--- src/sv/tlbvat_pkg.sv ---
`timescale 1ns / 1ps

package tlbvat_pkg;

  localparam int TLB_ENTRIES = 32;
  localparam int IDX_W       = $clog2(TLB_ENTRIES);
  localparam int CNT_W       = $clog2(TLB_ENTRIES + 1);

  localparam logic CMD_WRITE     = 1'b0;
  localparam logic CMD_TRANSLATE = 1'b1;

  typedef enum logic [1:0] {
    FAULT_NONE    = 2'd0,
    FAULT_MISS    = 2'd1,
    FAULT_INVALID = 2'd2,
    FAULT_MOD     = 2'd3
  } fault_e;

  typedef enum logic [2:0] {
    ST_IDLE = 3'b001,
    ST_WALK = 3'b010,
    ST_FORM = 3'b100
  } state_e;

  // Only the fields of the high word that take part in a lookup are kept.
  typedef struct packed {
    logic [1:0]  region;
    logic [26:0] vpn2;
    logic [7:0]  asid;
    logic [11:0] page_mask;
    logic [25:0] lo_even;
    logic [25:0] lo_odd;
    logic        glb;
  } tlb_entry_t;

endpackage

--- src/sv/tlb_virtual_address_translation_unit.sv ---
`timescale 1ns / 1ps

// Channel   | Direction | Handshake                 | Payload
// ----------+-----------+---------------------------+-------------------------------------
// command   | in        | start_i && !busy_o        | cmd_i, entry_*_i, virtual_address_i,
//           |           |                           | is_store_i
// result    | out       | done_o (one-cycle strobe) | translated_o, physical_address_o,
//           |           |                           | fault_code_o, hit_found_o, hit_index_o
// asid cfg  | in        | current_asid_we_i         | current_asid_i
//
// A write transfer stores the entry at the accept edge; the acknowledge strobes
// in the next cycle, while busy_o stays low.
// A translate transfer walks the entries through the single read port of the entry
// memory, one per cycle, lowest index first; the walk stops at the first match.
// A hit at entry k goes on to a check of the selected low word before the result
// strobes; a miss strobes once the last entry has been compared.
// Reset clears the valid bits at once, so no clearing pass is needed; an entry
// never written reads as all zero. The result receiver cannot stall.

module tlb_virtual_address_translation_unit
  import tlbvat_pkg::*;
(
  input  logic        clk_i,
  input  logic        rst_ni,
  // command channel
  input  logic        start_i,
  output logic        busy_o,
  input  logic        cmd_i,
  input  logic [4:0]  entry_index_i,
  input  logic [63:0] entry_high_i,
  input  logic [11:0] entry_page_mask_i,
  input  logic [25:0] entry_low_even_i,
  input  logic [25:0] entry_low_odd_i,
  input  logic        entry_global_i,
  input  logic [31:0] virtual_address_i,
  input  logic        is_store_i,
  // ASID register
  input  logic        current_asid_we_i,
  input  logic [7:0]  current_asid_i,
  // result channel
  output logic        done_o,
  output logic        translated_o,
  output logic [31:0] physical_address_o,
  output logic [1:0]  fault_code_o,
  output logic        hit_found_o,
  output logic [4:0]  hit_index_o
);

  state_e state_q, state_d;

  logic [7:0] asid_q;

  // entry memory and per-entry valid bits
  tlb_entry_t                 mem_q [TLB_ENTRIES];
  logic [TLB_ENTRIES-1:0]     vld_q;
  tlb_entry_t                 rd_data_q;
  logic                       rd_vld_q;
  logic [IDX_W-1:0]           rd_idx_q;
  logic                       pend_q;

  // walk sequencer
  logic [CNT_W-1:0]           cnt_q;
  logic [31:0]                va_q;
  logic                       store_q;

  // result registers
  logic        done_q;
  logic        translated_q;
  logic [31:0] pa_q;
  fault_e      fault_q;
  logic        hit_found_q;
  logic [4:0]  hit_index_q;

  logic             accept;
  logic             wr_en;
  logic [IDX_W-1:0] wr_addr;
  tlb_entry_t       wr_entry;
  logic             rd_en;
  tlb_entry_t       ent;
  logic [26:0]      vpn_diff;
  logic             match;
  logic             hit;
  logic             last;
  logic [12:0]      odd_sel;
  logic             odd;
  logic [25:0]      lo;
  logic [31:0]      pa;

  assign accept = start_i && (state_q == ST_IDLE);
  assign busy_o = (state_q != ST_IDLE);

  // Writes beyond the table are dropped but still acknowledged.
  assign wr_en   = accept && (cmd_i == CMD_WRITE)
                   && (8'(entry_index_i) < 8'(TLB_ENTRIES));
  assign wr_addr = IDX_W'(entry_index_i);

  always_comb begin
    wr_entry.region    = entry_high_i[63:62];
    wr_entry.vpn2      = entry_high_i[39:13];
    wr_entry.asid      = entry_high_i[7:0];
    wr_entry.page_mask = entry_page_mask_i;
    wr_entry.lo_even   = entry_low_even_i;
    wr_entry.lo_odd    = entry_low_odd_i;
    wr_entry.glb       = entry_global_i;
  end

  // Entry under compare; an unwritten entry looks all zero.
  assign ent = rd_vld_q ? rd_data_q : '0;

  // VPN compare over bits 39:13; the mask clears bits 24:13. A 32-bit address
  // has no region bits, so a nonzero region never matches.
  assign vpn_diff = (ent.vpn2 ^ {8'b0, va_q[31:13]}) & ~{15'b0, ent.page_mask};
  assign match    = (ent.region == 2'b00) && (vpn_diff == '0)
                    && (ent.glb || (ent.asid == asid_q));
  assign hit      = pend_q && match;
  assign last     = (rd_idx_q == IDX_W'(TLB_ENTRIES - 1));
  assign rd_en    = (state_q == ST_WALK) && !hit && !(pend_q && last);

  // Odd page select: the address bit just above the page offset.
  assign odd_sel = {1'b0, ent.page_mask} + 13'd1;
  assign odd     = |(va_q[24:12] & odd_sel);
  assign lo      = odd ? ent.lo_odd : ent.lo_even;
  assign pa      = {lo[25:6], 12'b0} | {8'b0, va_q[23:12] & ent.page_mask, va_q[11:0]};

  always_comb begin
    state_d = state_q;
    unique case (state_q)
      ST_IDLE: begin
        if (accept && (cmd_i == CMD_TRANSLATE)) begin
          state_d = ST_WALK;
        end
      end
      ST_WALK: begin
        if (hit) begin
          state_d = ST_FORM;
        end else if (pend_q && last) begin
          state_d = ST_IDLE;
        end
      end
      ST_FORM: begin
        state_d = ST_IDLE;
      end
      default: begin
        state_d = ST_IDLE;
      end
    endcase
  end

  // entry memory: one write port, one registered read port
  always_ff @(posedge clk_i) begin
    if (wr_en) begin
      mem_q[wr_addr] <= wr_entry;
    end
    if (rd_en) begin
      rd_data_q <= mem_q[cnt_q[IDX_W-1:0]];
    end
  end

  always_ff @(posedge clk_i or negedge rst_ni) begin
    if (!rst_ni) begin
      state_q  <= ST_IDLE;
      asid_q   <= '0;
      vld_q    <= '0;
      rd_vld_q <= 1'b0;
      rd_idx_q <= '0;
      pend_q   <= 1'b0;
      cnt_q    <= '0;
      done_q   <= 1'b0;
    end else begin
      state_q <= state_d;
      // strobe on a write acknowledge, at the end of a missed walk, or after the check
      done_q  <= (accept && (cmd_i == CMD_WRITE))
                 || ((state_q == ST_WALK) && !hit && pend_q && last)
                 || (state_q == ST_FORM);
      if (current_asid_we_i) begin
        asid_q <= current_asid_i;
      end
      if (wr_en) begin
        vld_q[wr_addr] <= 1'b1;
      end
      if (accept) begin
        cnt_q  <= '0;
        pend_q <= 1'b0;
      end
      if (rd_en) begin
        rd_vld_q <= vld_q[cnt_q[IDX_W-1:0]];
        rd_idx_q <= cnt_q[IDX_W-1:0];
        pend_q   <= 1'b1;
        cnt_q    <= cnt_q + CNT_W'(1);
      end
      if (state_q == ST_FORM) begin
        pend_q <= 1'b0;
      end
    end
  end

  // translate operands and result payload
  always_ff @(posedge clk_i) begin
    if (accept) begin
      va_q         <= virtual_address_i;
      store_q      <= is_store_i;
      translated_q <= 1'b0;
      pa_q         <= '0;
      fault_q      <= FAULT_NONE;
      hit_found_q  <= 1'b0;
      hit_index_q  <= '0;
    end
    if ((state_q == ST_WALK) && !hit && pend_q && last) begin
      fault_q <= FAULT_MISS;
    end
    if (state_q == ST_FORM) begin
      hit_found_q <= 1'b1;
      hit_index_q <= 5'(rd_idx_q);
      if (!lo[1]) begin
        fault_q <= FAULT_INVALID;
      end else if (store_q && !lo[2]) begin
        fault_q <= FAULT_MOD;
      end else begin
        translated_q <= 1'b1;
        pa_q         <= pa;
      end
    end
  end

  assign done_o             = done_q;
  assign translated_o       = translated_q;
  assign physical_address_o = pa_q;
  assign fault_code_o       = fault_q;
  assign hit_found_o        = hit_found_q;
  assign hit_index_o        = hit_index_q;

  // a result strobe never overlaps a running walk step; the check also admits the first
  // walk cycle of the next transfer, before any entry is pending
  a_done_idle: assert property (@(posedge clk_i) disable iff (!rst_ni)
    done_q |-> ((state_q == ST_IDLE) || ((state_q == ST_WALK) && !pend_q)))
    else $error("result strobe while sequencer busy");

  // an accepted transfer either acknowledges or starts a walk
  a_accept_progress: assert property (@(posedge clk_i) disable iff (!rst_ni)
    accept |=> (done_q || (state_q == ST_WALK)))
    else $error("accepted transfer made no progress");

  // a successful translation carries a hit and no fault
  a_translated_hit: assert property (@(posedge clk_i) disable iff (!rst_ni)
    (done_q && translated_q) |-> (hit_found_q && (fault_q == FAULT_NONE)))
    else $error("translation without hit");

  // the check cycle follows only a matching walk step
  a_form_after_hit: assert property (@(posedge clk_i) disable iff (!rst_ni)
    (state_q == ST_FORM) |-> ($past(state_q == ST_WALK) && pend_q))
    else $error("check cycle without a matched entry");

endmodule

--- config.mk ---
export PLATFORM = sky130hd
export DESIGN_NAME = tlb_virtual_address_translation_unit
export DESIGN_NICKNAME = d
export VERILOG_FILES = /design/src/sv/tlbvat_pkg.sv /design/src/sv/tlb_virtual_address_translation_unit.sv
export SDC_FILE = /design/constraint.sdc
export NUM_CORES = 2
export LEC_CHECK = 0
export ABC_AREA = 1
export BUFFER_PORTS_ARGS = -buffer_cell sky130_fd_sc_hd__buf_4
export CAP_MARGIN = 30
export CORE_MARGIN = 5
export CORE_UTILIZATION = 35
export DETAILED_ROUTE_END_ITERATION = 12
export PLACE_DENSITY = 0.49
export SYNTH_ARGS = -nofsm -noshare
export SYNTH_HDL_FRONTEND = slang
export SYNTH_SLANG_ARGS = --single-unit
--- constraint.sdc ---
create_clock -name clk_i -period 6.2 [get_ports clk_i]
set_input_delay 1.24 -clock clk_i [delete_from_list [all_inputs] [get_ports clk_i]]
set_output_delay 1.24 -clock clk_i [all_outputs]
set_load 0.03 [all_outputs]
# Yosys cells after proc, flatten, opt, wreduce, memory -nomap -nowiden
# Memory sizes are Yosys's and may differ from the RTL's. A register that Yosys moved wholly into a read port is not among the register bits.
# Index checks and enable logic that the tools add are counted.
# word_totals
ff_bits,131
ram_bits,3264
input_bits,180
out_inout_bits,43
wordCells,95
memories,1
# op_classes
add_sub_neg,2
magnitude_cmp,3
eq_ne,8
n_mux,32
bitwise_logic,8
reduce_logical,26
# memory_table
memory,words,width,read_ports,rd_ports_with_merged_regs,wr,line,source
mem_q,32,102,1,1,1,tlb_virtual_address_translation_unit.sv:54,tlb_entry_t mem_q [TLB_ENTRIES];
# ops
op,count
32-bit 2-to-1 mux,4
102-bit 2-to-1 mux,1
32-bit by 24-bit bitwise OR with 32-bit output,1
32-bit bitwise OR,1
27-bit AND,1
27-bit logical NOT,1
12-bit inverter with 27-bit output,1
27-bit by 19-bit XOR with 27-bit output,1
26-bit 2-to-1 mux,1
12-bit by 1-bit adder with 13-bit output (second input constant),1
13-bit AND,1
1-bit logical AND,13
13-bit OR reduction,1
12-bit AND,1
5-bit by 6-bit less-than comparator with 1-bit output (second input constant),2
6-bit 2-to-1 mux,2
1-bit 2-to-1 mux,11
2-bit 2-to-1 mux,5
5-bit 2-to-1 mux,2
3-bit 2-to-1 mux,3
8-bit == test,1
6-bit by 1-bit adder with 6-bit output (second input constant),1
3-bit one-hot mux with 2 select lines,1
1-bit binary-select mux with 5-bit select,1
other kinds (16),21

# Longest topological paths before layout
# depth
word_depth,15
mapped_depth,22
depth_no_buf,18

# Least setup slack after synthesis
# Ideal clock, no wire load.
# synth_timing
path_type,input port to flip-flop
from,in start_i
to,reg vld_q[20]
setup_time_ns,0.089
t_arrival_ns,6.557
required_time_ns,6.111
slack_ns,-0.447
path_stages,9
n_path_buf,0
path_cell_list,inv_1 > nor2_2 > inv_1 > nor2_1 > inv_1 > nor2_1 > nand3_1 > nor2_1 > or2_2
# synth_via
elab_chain_len,2
# synth_rtl
element,line,source
start: declaration,tlb_virtual_address_translation_unit.sv:26,"input logic start_i,"
1-bit logical AND,tlb_virtual_address_translation_unit.sv:89,assign accept = start_i && (state_q == ST_IDLE);
1-bit logical AND,tlb_virtual_address_translation_unit.sv:93,assign wr_en = accept && (cmd_i == CMD_WRITE)
end signal: assignment,tlb_virtual_address_translation_unit.sv:163,vld_q <= '0;
end signal: indexed assignment,tlb_virtual_address_translation_unit.sv:179,vld_q[wr_addr] <= 1'b1;
end: declaration,tlb_virtual_address_translation_unit.sv:55,logic [TLB_ENTRIES-1:0] vld_q;
# Every way passes these cells.
# A chain may end at the register's enable or synchronous reset.

# Worst setup path in the final report
# layout_timing
from,reg rd_vld_q
to,"reg pa_q[31], in the netlist physical_address_o[31]"
# layout_via
elab_chain_len,10
word_cells_on_any_way,11
cone_classes,1 x add/sub; 5 x mux; 2 x bitwise; 3 x reduce/logical
# layout_rtl
element,line,source
start: declaration,tlb_virtual_address_translation_unit.sv:57,logic rd_vld_q;
start signal: assignment,tlb_virtual_address_translation_unit.sv:186,rd_vld_q <= vld_q[cnt_q[IDX_W-1:0]];
102-bit 2-to-1 mux *,tlb_virtual_address_translation_unit.sv:108,assign ent = rd_vld_q ? rd_data_q : '0;
12-bit by 1-bit adder with 13-bit output,tlb_virtual_address_translation_unit.sv:120,"assign odd_sel = {1'b0, ent.page_mask} + 13'd1;"
13-bit AND,tlb_virtual_address_translation_unit.sv:121,assign odd = |(va_q[24:12] & odd_sel);
13-bit OR reduction,tlb_virtual_address_translation_unit.sv:121,
26-bit 2-to-1 mux *,tlb_virtual_address_translation_unit.sv:122,assign lo = odd ? ent.lo_odd : ent.lo_even;
1-bit logical NOT,tlb_virtual_address_translation_unit.sv:216,end else if (store_q && !lo[2]) begin
1-bit logical AND,tlb_virtual_address_translation_unit.sv:216,
32-bit 2-to-1 mux,tlb_virtual_address_translation_unit.sv:216,
32-bit 2-to-1 mux *,tlb_virtual_address_translation_unit.sv:214,if (!lo[1]) begin
32-bit 2-to-1 mux *,tlb_virtual_address_translation_unit.sv:211,if (state_q == ST_FORM) begin
end signal: assignment,tlb_virtual_address_translation_unit.sv:220,pa_q <= pa;
end: declaration,tlb_virtual_address_translation_unit.sv:69,logic [31:0] pa_q;
# Every way passes the cells marked *; elsewhere a longest branch is shown, timed or not.

==> results.cfg <==
[cts]
path_clk_slew_ns = 0.06
ctsLongestPathBuffers = 4
holdBufCountCts = 0
cts_tree = yes
clock-sinks = 3232
cts_max_level = 5
cts_made_buffers = 343
cts_resized = 0
post-cts-setup-buffers = 0
clock_latency_ns = 0.93
clock_tree.root_cell = clkbuf_16

[die]
rows = 220
initial_core_util_pct = 35.1
io_pins = 223
core_area_mm2 = 0.359
die-area_mm2 = 0.372
die_w_um = 610
die_h_um = 610

[sta]
fin_ws_ns = 1.16
layout_min_cycle_time_ns = 5.04
setup_viol = 0
tightest_slew_ns = 1.05
period_share_pct = 81.3
finalHoldViolCount = 0
fmax_mhz = 198
max-slew-margin-rel_pct = 29.9
rsz0062_at_grt = false
clock-skew-final_ns = 0.0661
maxSlewViolCount = 0

[worst_setup_path]
crit_arrival_ns = 5.86
crit_chain = buf_4 -> nand2_1 -> inv_1 -> nand2_1 -> nor2_1 -> nand3_1 -> nand3_1 -> nand2_1 -> inv_2 -> nand3_2 -> nand2_1 -> nand2_2 -> nor2_4 -> nand2_2 -> nand2_1 -> nand2_1
cp_common_cell = nand2_1
cp.required_ns = 7.02
slowest_stage = dfrtp_4
r2r_end = physical_address_o[31]
critPathCaptureType = flop
r2r_start = rd_vld_q
cp-start-kind = flop
reg2regPathDepth = 16
cp_max_fo = 57
cp_slowest_stage_delay_ns = 0.82
r2r_slack_ns = 1.16
crit_type = reg -> reg

[global_route]
grt_pass1_wl_mm = 576
grt_pass1_vias = 77800
grt.overflow.total = 0
antenna_found_initial = 51
grt_util_all_layers_pct = 21.1
grt_max_degree = 211

[place]
dp_hpwl_mm = 207
place_area_mm2 = 0.134
io_buffers = 187
gp_congestion = 0.831
dp.cells = 14100
dp_slack_ns = 1.22

[synthesis]
synth_nets = 9741
synth_seq_cells = 3232
syn_area_mm2 = 0.126
seq_area_frac_synth_pct = 76.5
syn_inst = 9559
avgSynthCellArea_um2 = 13.2
yosysWarnings = 0
yosysUniqueCellTypes = 43

[power]
leakagePower_nw = 47.2
seqPwrFrac_pct = 45.2
switching_share_pct = 28.7
powerDensity_mw_per_mm2 = 377
total_power_w = 0.0547
power_frac_comb_pct = 17.3
pwr-share-clk_pct = 37.5
peakVddDrop_v = 0.000221
p_switching_w = 0.0157
internal-power_w = 0.0390

[final_layout]
design_area_mm2 = 0.145
final_nets = 9808
final_util_pct = 40.5
final_cells = 14700
area_delta_synth_final_pct = 15.2
drive_gt1_share_pct = 10.0

[min_path]
hp-class = in -> async

[route]
ant_nets = 0
viasPerCell = 5.56
drtIter0Drc = 8478
drc = 0
drtPass1Iterations = 5
drt_wl_total_mm = 406
wire_per_inst_um = 27.6
vias = 81700

[outcome]
status = complete, no violations

[job]
maxCapViolations = 0
[through the flow]
stage	TNS (ns)	hold WS (ns)
global placement	0	0.445
global route	0	0.403
detailed placement	0	0.445
finish	0	0.361
CTS	0	0.376
floorplan	-1146.77	0.428
[cells in the mapped netlist]
| cell | number | area [µm²] |
|---|---|---|
| edfxtp_1 | 3140 | 94300 |
| nor2_1 | 1882 | 7060 |
| o21ai_0 | 1807 | 9040 |
| o22ai_1 | 734 | 4590 |
| clkbuf_1 | 548 | 2060 |
| nand2_1 | 537 | 2020 |
| nand3_1 | 161 | 806 |
| o221ai_1 | 115 | 1010 |
| inv_1 | 112 | 420 |
| buf_2 | 96 | 480 |
| a21oi_1 | 77 | 385 |
| dfrtp_1 | 55 | 1380 |
| dfxtp_1 | 36 | 721 |
| buf_1 | 32 | 120 |
| a31oi_1 | 30 | 188 |
| or2_2 | 25 | 156 |
| nand3b_1 | 20 | 150 |
| o211ai_1 | 17 | 128 |
| o31ai_1 | 17 | 128 |
| nand4_1 | 15 | 93.8 |
| o32ai_1 | 13 | 114 |
| a32o_1 | 12 | 120 |
| xor2_1 | 12 | 105 |
| buf_4 | 8 | 60.1 |
| mux2_2 | 7 | 78.8 |
| nor3_1 | 7 | 35.0 |
| nand3_2 | 5 | 50.1 |
| o21ai_1 | 5 | 25.0 |
| a21o_1 | 4 | 30.0 |
| o21bai_1 | 4 | 30.0 |
| buf_6 | 3 | 33.8 |
| clkinv_1 | 3 | 11.3 |
| inv_2 | 3 | 11.3 |
| nor2_2 | 3 | 18.8 |
| ha_1 | 2 | 25.0 |
| nand2_2 | 2 | 12.5 |
| nor2_4 | 2 | 22.5 |
| nor4_1 | 2 | 12.5 |
| o21a_1 | 2 | 15.0 |
| and3_1 | 1 | 6.26 |
| dfstp_2 | 1 | 26.3 |
| nor3_2 | 1 | 10.0 |
| xnor2_1 | 1 | 8.76 |
[cell families after synthesis]
family	count (synthesis)	synth area share, %
flip-flops	3232	76.5
AO/OA/AOI/OAI	2837	12.5
AND/OR/NAND/NOR	2663	8.29
buffers and inverters	805	2.53
XOR/XNOR	13	0.0903
multiplexers	7	0.0625
adder cells (fa/ha/maj)	2	0.0198
[cells in the final DEF (no fill, tap or decap), types with 7 or more instances in the layout]
cell type   instances
or2_2              25
clkbuf_1           57
a21oi_1            77
o21ai_0          1807
o32ai_1            13
nand3b_1           20
nand4_1            15
o31ai_1            11
nor2_1           1850
clkinv_1           80
buf_12             99
dfxtp_1            36
dfrtp_1            49
clkinvlp_4         13
bufinv_16          36
diode_2            15
nor3_1              7
clkinv_2           64
xor2_1             12
buf_4             304
mux2_2              7
inv_6               9
clkbuf_16         353
nor2_4             35
inv_1             109
nand3_1           161
o221ai_1          115
o211ai_1           17
a32o_1             12
nand2_1           537
edfxtp_1         3140
a31oi_1            30
o22ai_1           734
[worst max-delay path, delay by kind of cell, from the launching register on]
family | cells | cell delay (ns)
buffers and inverters | 3 | 1.02
flip-flops | 1 | 0.82
AND/OR/NAND/NOR | 13 | 3.05
[how the worst max path moves through the flow]
stage	from	endpoint	slack, ns	depth (start not counted)
global route	rd_vld_q	physical_address_o[31]	0.72	16
finish	rd_vld_q	physical_address_o[31]	1.16	16
detailed placement	rd_vld_q	physical_address_o[31]	1.22	16
global placement	rd_vld_q	physical_address_o[3]	1.23	16
CTS	rd_vld_q	physical_address_o[6]	1.21	16
floorplan	start_i	vld_q[20]	-0.45	9
[flip-flops by register name (all words and copies together) (netlist names), 3 cells and up]
register	flops
rd_idx_q	5
va_q	32
rd_data_q	94
state_q	3
cnt_q	5
vld_q	32
hit_index_o	5
physical_address_o	32
asid_q	8
mem_q	3008
[layout make-up]
type                    count  area, µm²
inverters                 118        485
fillers                 33200     214000
flip-flops and latches   3232      96400
well taps                4773       5970
clock buffers             412       9070
repair buffers            409       4410
multi-input cells        5522      26800
clock inverters           212       2070
diodes                     15       37.5
[layer usage]
metal | global-route usage (%) | vias up | share of wire (%)
li1 | - | 35800 | -
met1 | 30.0 | 42300 | 44
met4 | 5.12 | 20 | 2.5
met3 | 3.83 | 572 | 7.4
met5 | 0 | - | 0.035
met2 | 33.6 | 2977 | 46
[power groups by stage]
stage	Sequential, W	Clock [W]	Combinational (W)
2_1_floorplan	0.0250	0	0.00590
3_3_place_gp	0.0252	0	0.00930
3_5_place_dp	0.0252	0	0.00946
4_1_cts	0.0247	0.0209	0.00948
5_1_grt	0.0247	0.0218	0.0104
6_report	0.0247	0.0205	0.00948
(Power assumes the default switching activity.)
